$ cat src/sv/blie_pkg.sv
// Shared types and codes of the bounded indexed list engine.
package blie_pkg;

  localparam int MAX_ENTRIES = 64;

  localparam int DATA_W = 32;
  localparam int POS_W  = 6;
  localparam int CNT_W  = 7;
  localparam int CAP_W  = 7;

  localparam logic [2:0] OP_PUSH_FRONT = 3'd0;
  localparam logic [2:0] OP_PUSH_BACK  = 3'd1;
  localparam logic [2:0] OP_INSERT     = 3'd2;
  localparam logic [2:0] OP_READ       = 3'd3;
  localparam logic [2:0] OP_DELETE     = 3'd4;

  localparam logic [1:0] ST_OK    = 2'd0;
  localparam logic [1:0] ST_FULL  = 2'd1;
  localparam logic [1:0] ST_RANGE = 2'd2;

  typedef struct packed {
    logic [2:0]              opcode;
    logic [POS_W-1:0]        position;
    logic signed [DATA_W-1:0] data_value;
  } blie_in_t;

  typedef struct packed {
    logic signed [DATA_W-1:0] read_value;
    logic [1:0]               status;
    logic [CNT_W-1:0]         entry_count;
    logic                     is_empty;
    logic                     is_full;
  } blie_out_t;

  typedef enum logic [2:0] {
    S_IDLE,
    S_FETCH,
    S_RD,
    S_WR,
    S_PUT,
    S_DONE
  } blie_state_t;

endpackage

$ cat src/sv/blie_ram.sv
// Generic single-write, single-read RAM with a registered read port.
module blie_ram #(
  parameter int WIDTH = 32,
  parameter int DEPTH = 64
) (
  input  logic                     clk,
  input  logic                     we,
  input  logic [$clog2(DEPTH)-1:0] waddr,
  input  logic [WIDTH-1:0]         wdata,
  input  logic [$clog2(DEPTH)-1:0] raddr,
  output logic [WIDTH-1:0]         rdata
);

  logic [WIDTH-1:0] mem [DEPTH];

  always_ff @(posedge clk) begin
    if (we) begin
      mem[waddr] <= wdata;
    end
    rdata <= mem[raddr];
  end

endmodule

$ cat src/sv/bounded_indexed_list_engine.sv
// Top level of the bounded indexed list engine: sequencer, count and result register.
//
//  channel | direction | beat contents
//  --------+-----------+------------------------------------------------
//  in_     | input     | opcode, position, data_value (blie_in_t)
//  out_    | output    | read_value, status, entry_count, flags (blie_out_t)
//  cfg_    | input     | capacity, always accepted
//
// A failing or unknown item goes straight to the result; a read first fetches its entry.
// An insert at p into a list of n entries moves entries p..n-1 up one place, then writes
// the value; a delete at p moves entries p+1..n-1 down one place. Each moved entry costs
// one RAM read and one RAM write through the single entry store, whose read data is registered.
// Reset clears the count, the sequencer and the result valid flag; the entry store is
// not cleared. A stalled result holds the sequencer until out_ready takes the beat.
module bounded_indexed_list_engine #(
  parameter int VALUE_BITS  = 32
) (
  input  logic                        clk,
  input  logic                        rst_n,
  input  logic                        in_valid,
  output logic                        in_ready,
  input  blie_pkg::blie_in_t          in_data,
  output logic                        out_valid,
  input  logic                        out_ready,
  output blie_pkg::blie_out_t         out_data,
  input  logic                        cfg_valid,
  output logic                        cfg_ready,
  input  logic [blie_pkg::CAP_W-1:0]  cfg_data
);

  import blie_pkg::*;

  localparam int ADDR_W = $clog2(MAX_ENTRIES);
  localparam int MW     = ($clog2(MAX_ENTRIES + 1) > CAP_W) ? $clog2(MAX_ENTRIES + 1) : CAP_W;

  // Sequencer state and working registers.
  blie_state_t          state_r, state_nxt;
  logic [CNT_W-1:0]     count_r, count_nxt;
  logic [CNT_W-1:0]     idx_r, idx_nxt;
  logic [CNT_W-1:0]     pos_r, pos_nxt;
  logic                 is_del_r, is_del_nxt;
  logic [VALUE_BITS-1:0] val_r, val_nxt;
  logic [1:0]           status_r, status_nxt;
  logic [DATA_W-1:0]    rv_r, rv_nxt;
  logic [CAP_W-1:0]     capacity_r;

  // Result register.
  logic                 out_valid_r, out_valid_nxt;
  blie_out_t            out_data_r, out_data_nxt;

  // Entry store ports.
  logic                  ram_we;
  logic [ADDR_W-1:0]     ram_waddr;
  logic [ADDR_W-1:0]     ram_raddr;
  logic [VALUE_BITS-1:0] ram_wdata;
  logic [VALUE_BITS-1:0] ram_rdata;

  // Capacity above the store depth is clipped to the depth.
  logic [MW-1:0]        cap_ext;
  logic [MW-1:0]        max_ext;
  logic [CNT_W-1:0]     eff_cap;
  logic                 full;
  logic [CNT_W-1:0]     in_pos;
  logic                 accept;
  logic                 last_move;

  assign cap_ext = MW'(capacity_r);
  assign max_ext = MW'(MAX_ENTRIES);
  assign eff_cap = (cap_ext > max_ext) ? CNT_W'(max_ext) : CNT_W'(cap_ext);
  assign full    = (count_r >= eff_cap);
  assign in_pos  = CNT_W'(in_data.position);
  assign accept  = in_valid && in_ready;

  // An insert walks from the tail down to the insert position; a delete walks from just
  // past the deleted position up to the tail.
  assign last_move = is_del_r ? (idx_r == count_r - CNT_W'(1)) : (idx_r == pos_r);

  blie_ram #(
    .WIDTH (VALUE_BITS),
    .DEPTH (MAX_ENTRIES)
  ) u_store (
    .clk   (clk),
    .we    (ram_we),
    .waddr (ram_waddr),
    .wdata (ram_wdata),
    .raddr (ram_raddr),
    .rdata (ram_rdata)
  );

  // Next state and working registers.
  always_comb begin
    logic       do_place;
    logic [CNT_W-1:0] place_pos;
    state_nxt     = state_r;
    count_nxt     = count_r;
    idx_nxt       = idx_r;
    pos_nxt       = pos_r;
    is_del_nxt    = is_del_r;
    val_nxt       = val_r;
    status_nxt    = status_r;
    rv_nxt        = rv_r;
    out_valid_nxt = out_valid_r;
    out_data_nxt  = out_data_r;
    do_place      = 1'b0;
    place_pos     = '0;

    if (out_valid_r && out_ready) begin
      out_valid_nxt = 1'b0;
    end

    case (state_r)
      S_IDLE: begin
        if (accept) begin
          val_nxt    = VALUE_BITS'(in_data.data_value);
          pos_nxt    = in_pos;
          status_nxt = ST_OK;
          state_nxt  = S_DONE;
          case (in_data.opcode)
            OP_PUSH_FRONT: begin
              if (full) begin
                status_nxt = ST_FULL;
              end else begin
                do_place  = 1'b1;
                place_pos = '0;
              end
            end
            OP_PUSH_BACK: begin
              if (full) begin
                status_nxt = ST_FULL;
              end else begin
                do_place  = 1'b1;
                place_pos = count_r;
              end
            end
            OP_INSERT: begin
              if (in_pos == '0) begin
                if (full) begin
                  status_nxt = ST_FULL;
                end else begin
                  do_place  = 1'b1;
                  place_pos = '0;
                end
              end else if (in_pos >= count_r) begin
                status_nxt = ST_RANGE;
              end else if (full) begin
                status_nxt = ST_FULL;
              end else begin
                do_place  = 1'b1;
                place_pos = in_pos;
              end
            end
            OP_READ: begin
              if (in_pos >= count_r) begin
                status_nxt = ST_RANGE;
              end else begin
                state_nxt = S_FETCH;
              end
            end
            OP_DELETE: begin
              if (in_pos >= count_r) begin
                status_nxt = ST_RANGE;
              end else if (in_pos + CNT_W'(1) < count_r) begin
                is_del_nxt = 1'b1;
                idx_nxt    = in_pos + CNT_W'(1);
                state_nxt  = S_RD;
              end else begin
                count_nxt = count_r - CNT_W'(1);
              end
            end
            default: begin
              status_nxt = ST_OK;
            end
          endcase

          if (do_place) begin
            pos_nxt    = place_pos;
            is_del_nxt = 1'b0;
            if (count_r > place_pos) begin
              idx_nxt   = count_r - CNT_W'(1);
              state_nxt = S_RD;
            end else begin
              state_nxt = S_PUT;
            end
          end

          rv_nxt = (status_nxt != ST_OK) ? '1 : '0;
        end
      end
      S_FETCH: begin
        rv_nxt    = DATA_W'($signed(ram_rdata));
        state_nxt = S_DONE;
      end
      S_RD: begin
        state_nxt = S_WR;
      end
      S_WR: begin
        if (last_move) begin
          if (is_del_r) begin
            count_nxt = count_r - CNT_W'(1);
            state_nxt = S_DONE;
          end else begin
            state_nxt = S_PUT;
          end
        end else begin
          idx_nxt   = is_del_r ? idx_r + CNT_W'(1) : idx_r - CNT_W'(1);
          state_nxt = S_RD;
        end
      end
      S_PUT: begin
        count_nxt = count_r + CNT_W'(1);
        state_nxt = S_DONE;
      end
      S_DONE: begin
        if (!out_valid_r || out_ready) begin
          out_valid_nxt            = 1'b1;
          out_data_nxt.read_value  = rv_r;
          out_data_nxt.status      = status_r;
          out_data_nxt.entry_count = count_r;
          out_data_nxt.is_empty    = (count_r == '0);
          out_data_nxt.is_full     = full;
          state_nxt                = S_IDLE;
        end
      end
      default: begin
        state_nxt = S_IDLE;
      end
    endcase
  end

  // Handshake and entry store controls.
  always_comb begin
    in_ready  = (state_r == S_IDLE);
    cfg_ready = 1'b1;
    ram_we    = 1'b0;
    ram_raddr = ADDR_W'(idx_r);
    ram_waddr = ADDR_W'(pos_r);
    ram_wdata = val_r;
    case (state_r)
      S_IDLE: begin
        // A read looks up its entry while the item is being accepted.
        ram_raddr = ADDR_W'(in_pos);
      end
      S_WR: begin
        ram_we    = 1'b1;
        ram_waddr = is_del_r ? ADDR_W'(idx_r - CNT_W'(1)) : ADDR_W'(idx_r + CNT_W'(1));
        ram_wdata = ram_rdata;
      end
      S_PUT: begin
        ram_we = 1'b1;
      end
      default: begin
        ram_we = 1'b0;
      end
    endcase
  end

  always_ff @(posedge clk) begin
    if (!rst_n) begin
      state_r     <= S_IDLE;
      count_r     <= '0;
      capacity_r  <= CAP_W'(64);
      out_valid_r <= 1'b0;
      is_del_r    <= 1'b0;
    end else begin
      state_r     <= state_nxt;
      count_r     <= count_nxt;
      out_valid_r <= out_valid_nxt;
      is_del_r    <= is_del_nxt;
      if (cfg_valid && cfg_ready) begin
        capacity_r <= cfg_data;
      end
    end
  end

  always_ff @(posedge clk) begin
    idx_r      <= idx_nxt;
    pos_r      <= pos_nxt;
    val_r      <= val_nxt;
    status_r   <= status_nxt;
    rv_r       <= rv_nxt;
    out_data_r <= out_data_nxt;
  end

  assign out_valid = out_valid_r;
  assign out_data  = out_data_r;

endmodule
$ cat config.mk
export PLATFORM = sky130hd
export DESIGN_NAME = bounded_indexed_list_engine
export DESIGN_NICKNAME = d
export VERILOG_FILES = /design/src/sv/blie_pkg.sv /design/src/sv/blie_ram.sv /design/src/sv/bounded_indexed_list_engine.sv
export SDC_FILE = /design/constraint.sdc
export NUM_CORES = 2
export LEC_CHECK = 0
export ABC_AREA = 1
export CORE_UTILIZATION = 45
export CTS_BUF_LIST = sky130_fd_sc_hd__clkbuf_8
export CTS_CLUSTER_DIAMETER = 60
export DETAILED_ROUTE_END_ITERATION = 8
export DONT_BUFFER_PORTS = 1
export MAX_ROUTING_LAYER = met4
export SLEW_MARGIN = 20
export SYNTH_ARGS = -nofsm -noshare
export SYNTH_HDL_FRONTEND = slang
export SYNTH_SLANG_ARGS = --single-unit
export TNS_END_PERCENT = 50
$ cat constraint.sdc
create_clock -name clk -period 4.4 [get_ports clk]
set_input_delay 0.22 -clock clk [delete_from_list [all_inputs] [get_ports clk]]
set_output_delay 0.22 -clock clk [all_outputs]
set_load 0.01 [all_outputs]
==> reports/results.tsv <==
stage	metric	value	unit
drt	DRT Pass-1 Iters	6	
drt	detail-routed via count per cell	5.56	
cts	worst-skew pair later-pin latency	1.09	ns
critical_path	CP max stage delay	0.69	ns
synthesis	synthesized area per cell	11.7	um2
run_status	status	complete, no violations	
finish	commonest non-fill, non-tap cell in the layout	nand2_1	
synthesis	Synth top area share	0.714	
finish	Layout fillers	17200	
global_routing	GRT Overall Usage	0.268	
worst_hold_path	HP Class	input pin to flop	
die	die footprint	0.205	mm2
critical_path	Critical Path RT	5.45	ns
synthesis	Mapped Cells	7836	
power_and_ir_drop	static leakage	38.6	nW
finish	most frequent cells in the layout	nand2_1 (2668), edfxtp_1 (2171), nand3_1 (823)	
die	core footprint	0.201	mm2
power_and_ir_drop	switching pwr	32.5	mW
timing	measured slew at the worst slew-check pin	1.16	ns
critical_path	Critical Path AT	5.20	ns
place	Detail Placement HPWL	147	mm
drt	via count	61500	
timing	period utilization	0.942	
die	Die Wd	453	um
synthesis	asr flop ratio synth	0	
synthesis	Post-synth EDFFs	2171	
finish	Area Overhead vs Synth	14.3	%
timing	Max transition margin	0.227	
die	initial core utilization	0.455	
die	I/O Pins	99	
cts	CTS clk-pin slew, worst paths	0.07	ns
timing	final slew viol count	0	
drt	detailed-route DRC error count	0	
synthesis	Seq cells post-synth	2222	
critical_path	critical path fanouts, max	9	
drt	final wirelength	269	mm
synthesis	synth warn	0	
critical_path	kind of critical path	flop to flop	
cts	htree depth	5	
place	GPL Wtd Cong	0.912	
global_routing	GRT overflow	0	
power_and_ir_drop	part of the power in combinational logic	0.432	
power_and_ir_drop	switch share	0.430	
synthesis	Synth Flop Type	edfxtp_1	
synthesis	synth top area cells	edfxtp_1 (71%), nand2_1 (11%), nand3_1 (4.5%)	
critical_path	Worst Setup End Kind	flop	
critical_path	slowest cell on the critical path	dlygate4sd3_1	
synthesis	area leader, netlist	edfxtp_1	
die	Die H	453	um
timing	final hold vios	0	
finish	layout cells sized above 1	0.100	
synthesis	Unique masters post-synth	40	
power_and_ir_drop	Pwr Total	75.6	mW
global_routing	largest net degree at the start of global routing	154	
drt	wire per inst	24.3	um
power_and_ir_drop	pwr dens	724	mW/mm2
drt	First DRT Iteration DRCs	7307	
synthesis	Cell Area, Synth	0.0913	mm2
timing	setup ws final	0.254	ns
power_and_ir_drop	Reg power frac	0.348	
timing	maximum clock rate	241	MHz
timing	Final Critical Period	4.15	ns
cts	Clock Sinks	2222	
job	max-cap violations	0	
global_routing	antenna violations before repair	12	
power_and_ir_drop	clock power share	0.220	
place	Setup WS pre-CTS	0.530	ns
synthesis	sequential area share after synthesis	0.725	
finish	Final nets	8218	
die	Core Rows	164	
place	Buffers on Ports	0	
global_routing	vias in the first global route	57800	
global_routing	first-pass GRT wire length	390	mm
timing	final setup violation count	0	
cts	Max Buffers Root-to-Sink	4	
timing	skew final	0.0745	ns
synthesis	Net Count, Synth	7922	
critical_path	CP Launch Type	flop	
cts	Root Driver	clkbuf_8	
power_and_ir_drop	P_int	43.1	mW
cts	CTS tree	built	
cts	total CTS buffers	372	
power_and_ir_drop	VDD IR-drop max	0.905	mV
drt	Antenna Violating Nets Remaining	0	
critical_path	crit-path cells	buf_6 > clkinvlp_4 > buf_4 > ha_1 > nand2_1 > o21ai_0 > nand2_1 > nand3_1 > nand3_1 > dlygate4sd3_1 > a21oi_2 > dlygate4sd3_1 > nand2_1 > a21oi_1 > dlygate4sd3_1	
state kept, by name (all words and copies together) (netlist names):
register       cells
idx_r              7
status_r           2
out_data          43
val_r             32
pos_r              7
cap_ext            7
u_store.rdata     32
rv_r              32
out_valid          1
u_store.mem     2048
state_r            3
is_del_r           1
count_r            7
cells in the mapped netlist, types with 2 or more instances:
cell,count
o21ai_2,2
dfxtp_1,51
a22oi_1,2
buf_1,38
buf_2,278
nand3_1,827
inv_1,355
nand2_2,5
xnor2_1,2
a31o_2,2
a221oi_1,3
o21a_1,2
buf_6,6
edfxtp_1,2171
o22ai_1,6
o211ai_1,368
a21oi_1,26
nor2_1,333
or2_2,5
o21ai_0,333
nor3_1,7
nand2_1,2668
xor2_1,15
o21ai_1,128
clkbuf_1,121
ha_1,33
inv_2,6
buf_4,22
o31ai_1,2
nand4_1,9
through the flow:
stage / TNS, ns / hold slack [ns] / instances / cell area [um2] / utilization
after global routing: -0.0641 / 0.0641 / 11100 / 104000 / 0.520
final: 0 / 0.0969 / 11100 / 104000 / 0.520
after detailed placement: 0 / 0.319 / 10300 / 96400 / 0.480
after global placement: 0 / 0.319 / 10300 / 96300 / 0.480
after floorplan: 0 / 0.319 / 7836 / 91300 / -
after CTS: 0 / 0.00822 / 11100 / 104000 / 0.519
logic make-up after synthesis:
kind of cell	share of synthesized area
buffers and inverters	0.0393
adder cells (fa/ha/maj)	0.00452
other	0.0000411
XOR/XNOR	0.00163
flip-flops	0.725
AND/OR/NAND/NOR	0.171
AO/OA/AOI/OAI	0.0590
routing by layer:
layer	routed length (um)	GRT usage	up-vias
met3	26700	0.0531	452
met1	113000	0.368	30100
met4	8720	0.0935	0
met5	0	-	-
li1	-	-	28000
met2	121000	0.397	3005
final cells by class:
class	count	area, um2	share of cell area
multi-input combinational	4786	22500	0.215
timing repair buffer	387	4370	0.0418
antenna	4	10.0	0.0000959
sequential	2222	66200	0.634
clock buffer	388	5340	0.0512
inverter	363	1400	0.0134
tap	2656	3320	0.0318
clock inverter	256	1240	0.0118
what timing repair did:
item	in CTS	in global routing
hold buffers	115	0
setup endpoints to repair	0	11
endpoints found under the hold margin	222	0
resized for setup	0	14
setup buffers	0	1
worst max-delay path, delay by kind of cell (launching register included):
family                   cells  cell delay, ns
AO/OA/AOI/OAI                3            0.61
AND/OR/NAND/NOR              5            0.57
adder cells (fa/ha/maj)      1            0.29
flip-flops                   1            0.36
buffers and inverters        6            2.26
worst paths after layout:
check	from	to	slack, ns	cells past startpoint
worst max-delay path	count_r[2]$_SDFFE_PN0P_	count_r[5]$_SDFFE_PN0P_	0.25	15
worst min-delay path	in_data[38]	pos_r[0]$_DFFE_PP_	0.1	3
worst max register to register	count_r[2]$_SDFFE_PN0P_	count_r[5]$_SDFFE_PN0P_	0.25	15
worst min register to register	rv_r[12]$_DFFE_PP_	out_data[23]$_DFFE_PP_	0.41	0
power by group through the flow:
stage,Combinational [mW],Clock [mW],Sequential (mW)
after floorplan,19.5,0,26.8
after global placement,31.6,0,26.7
after detailed placement,32.0,0,26.7
after CTS,32.2,16.9,26.3
after global routing,35.3,17.8,26.4
final,32.6,16.6,26.3
Power figures use the tool's default switching activity.
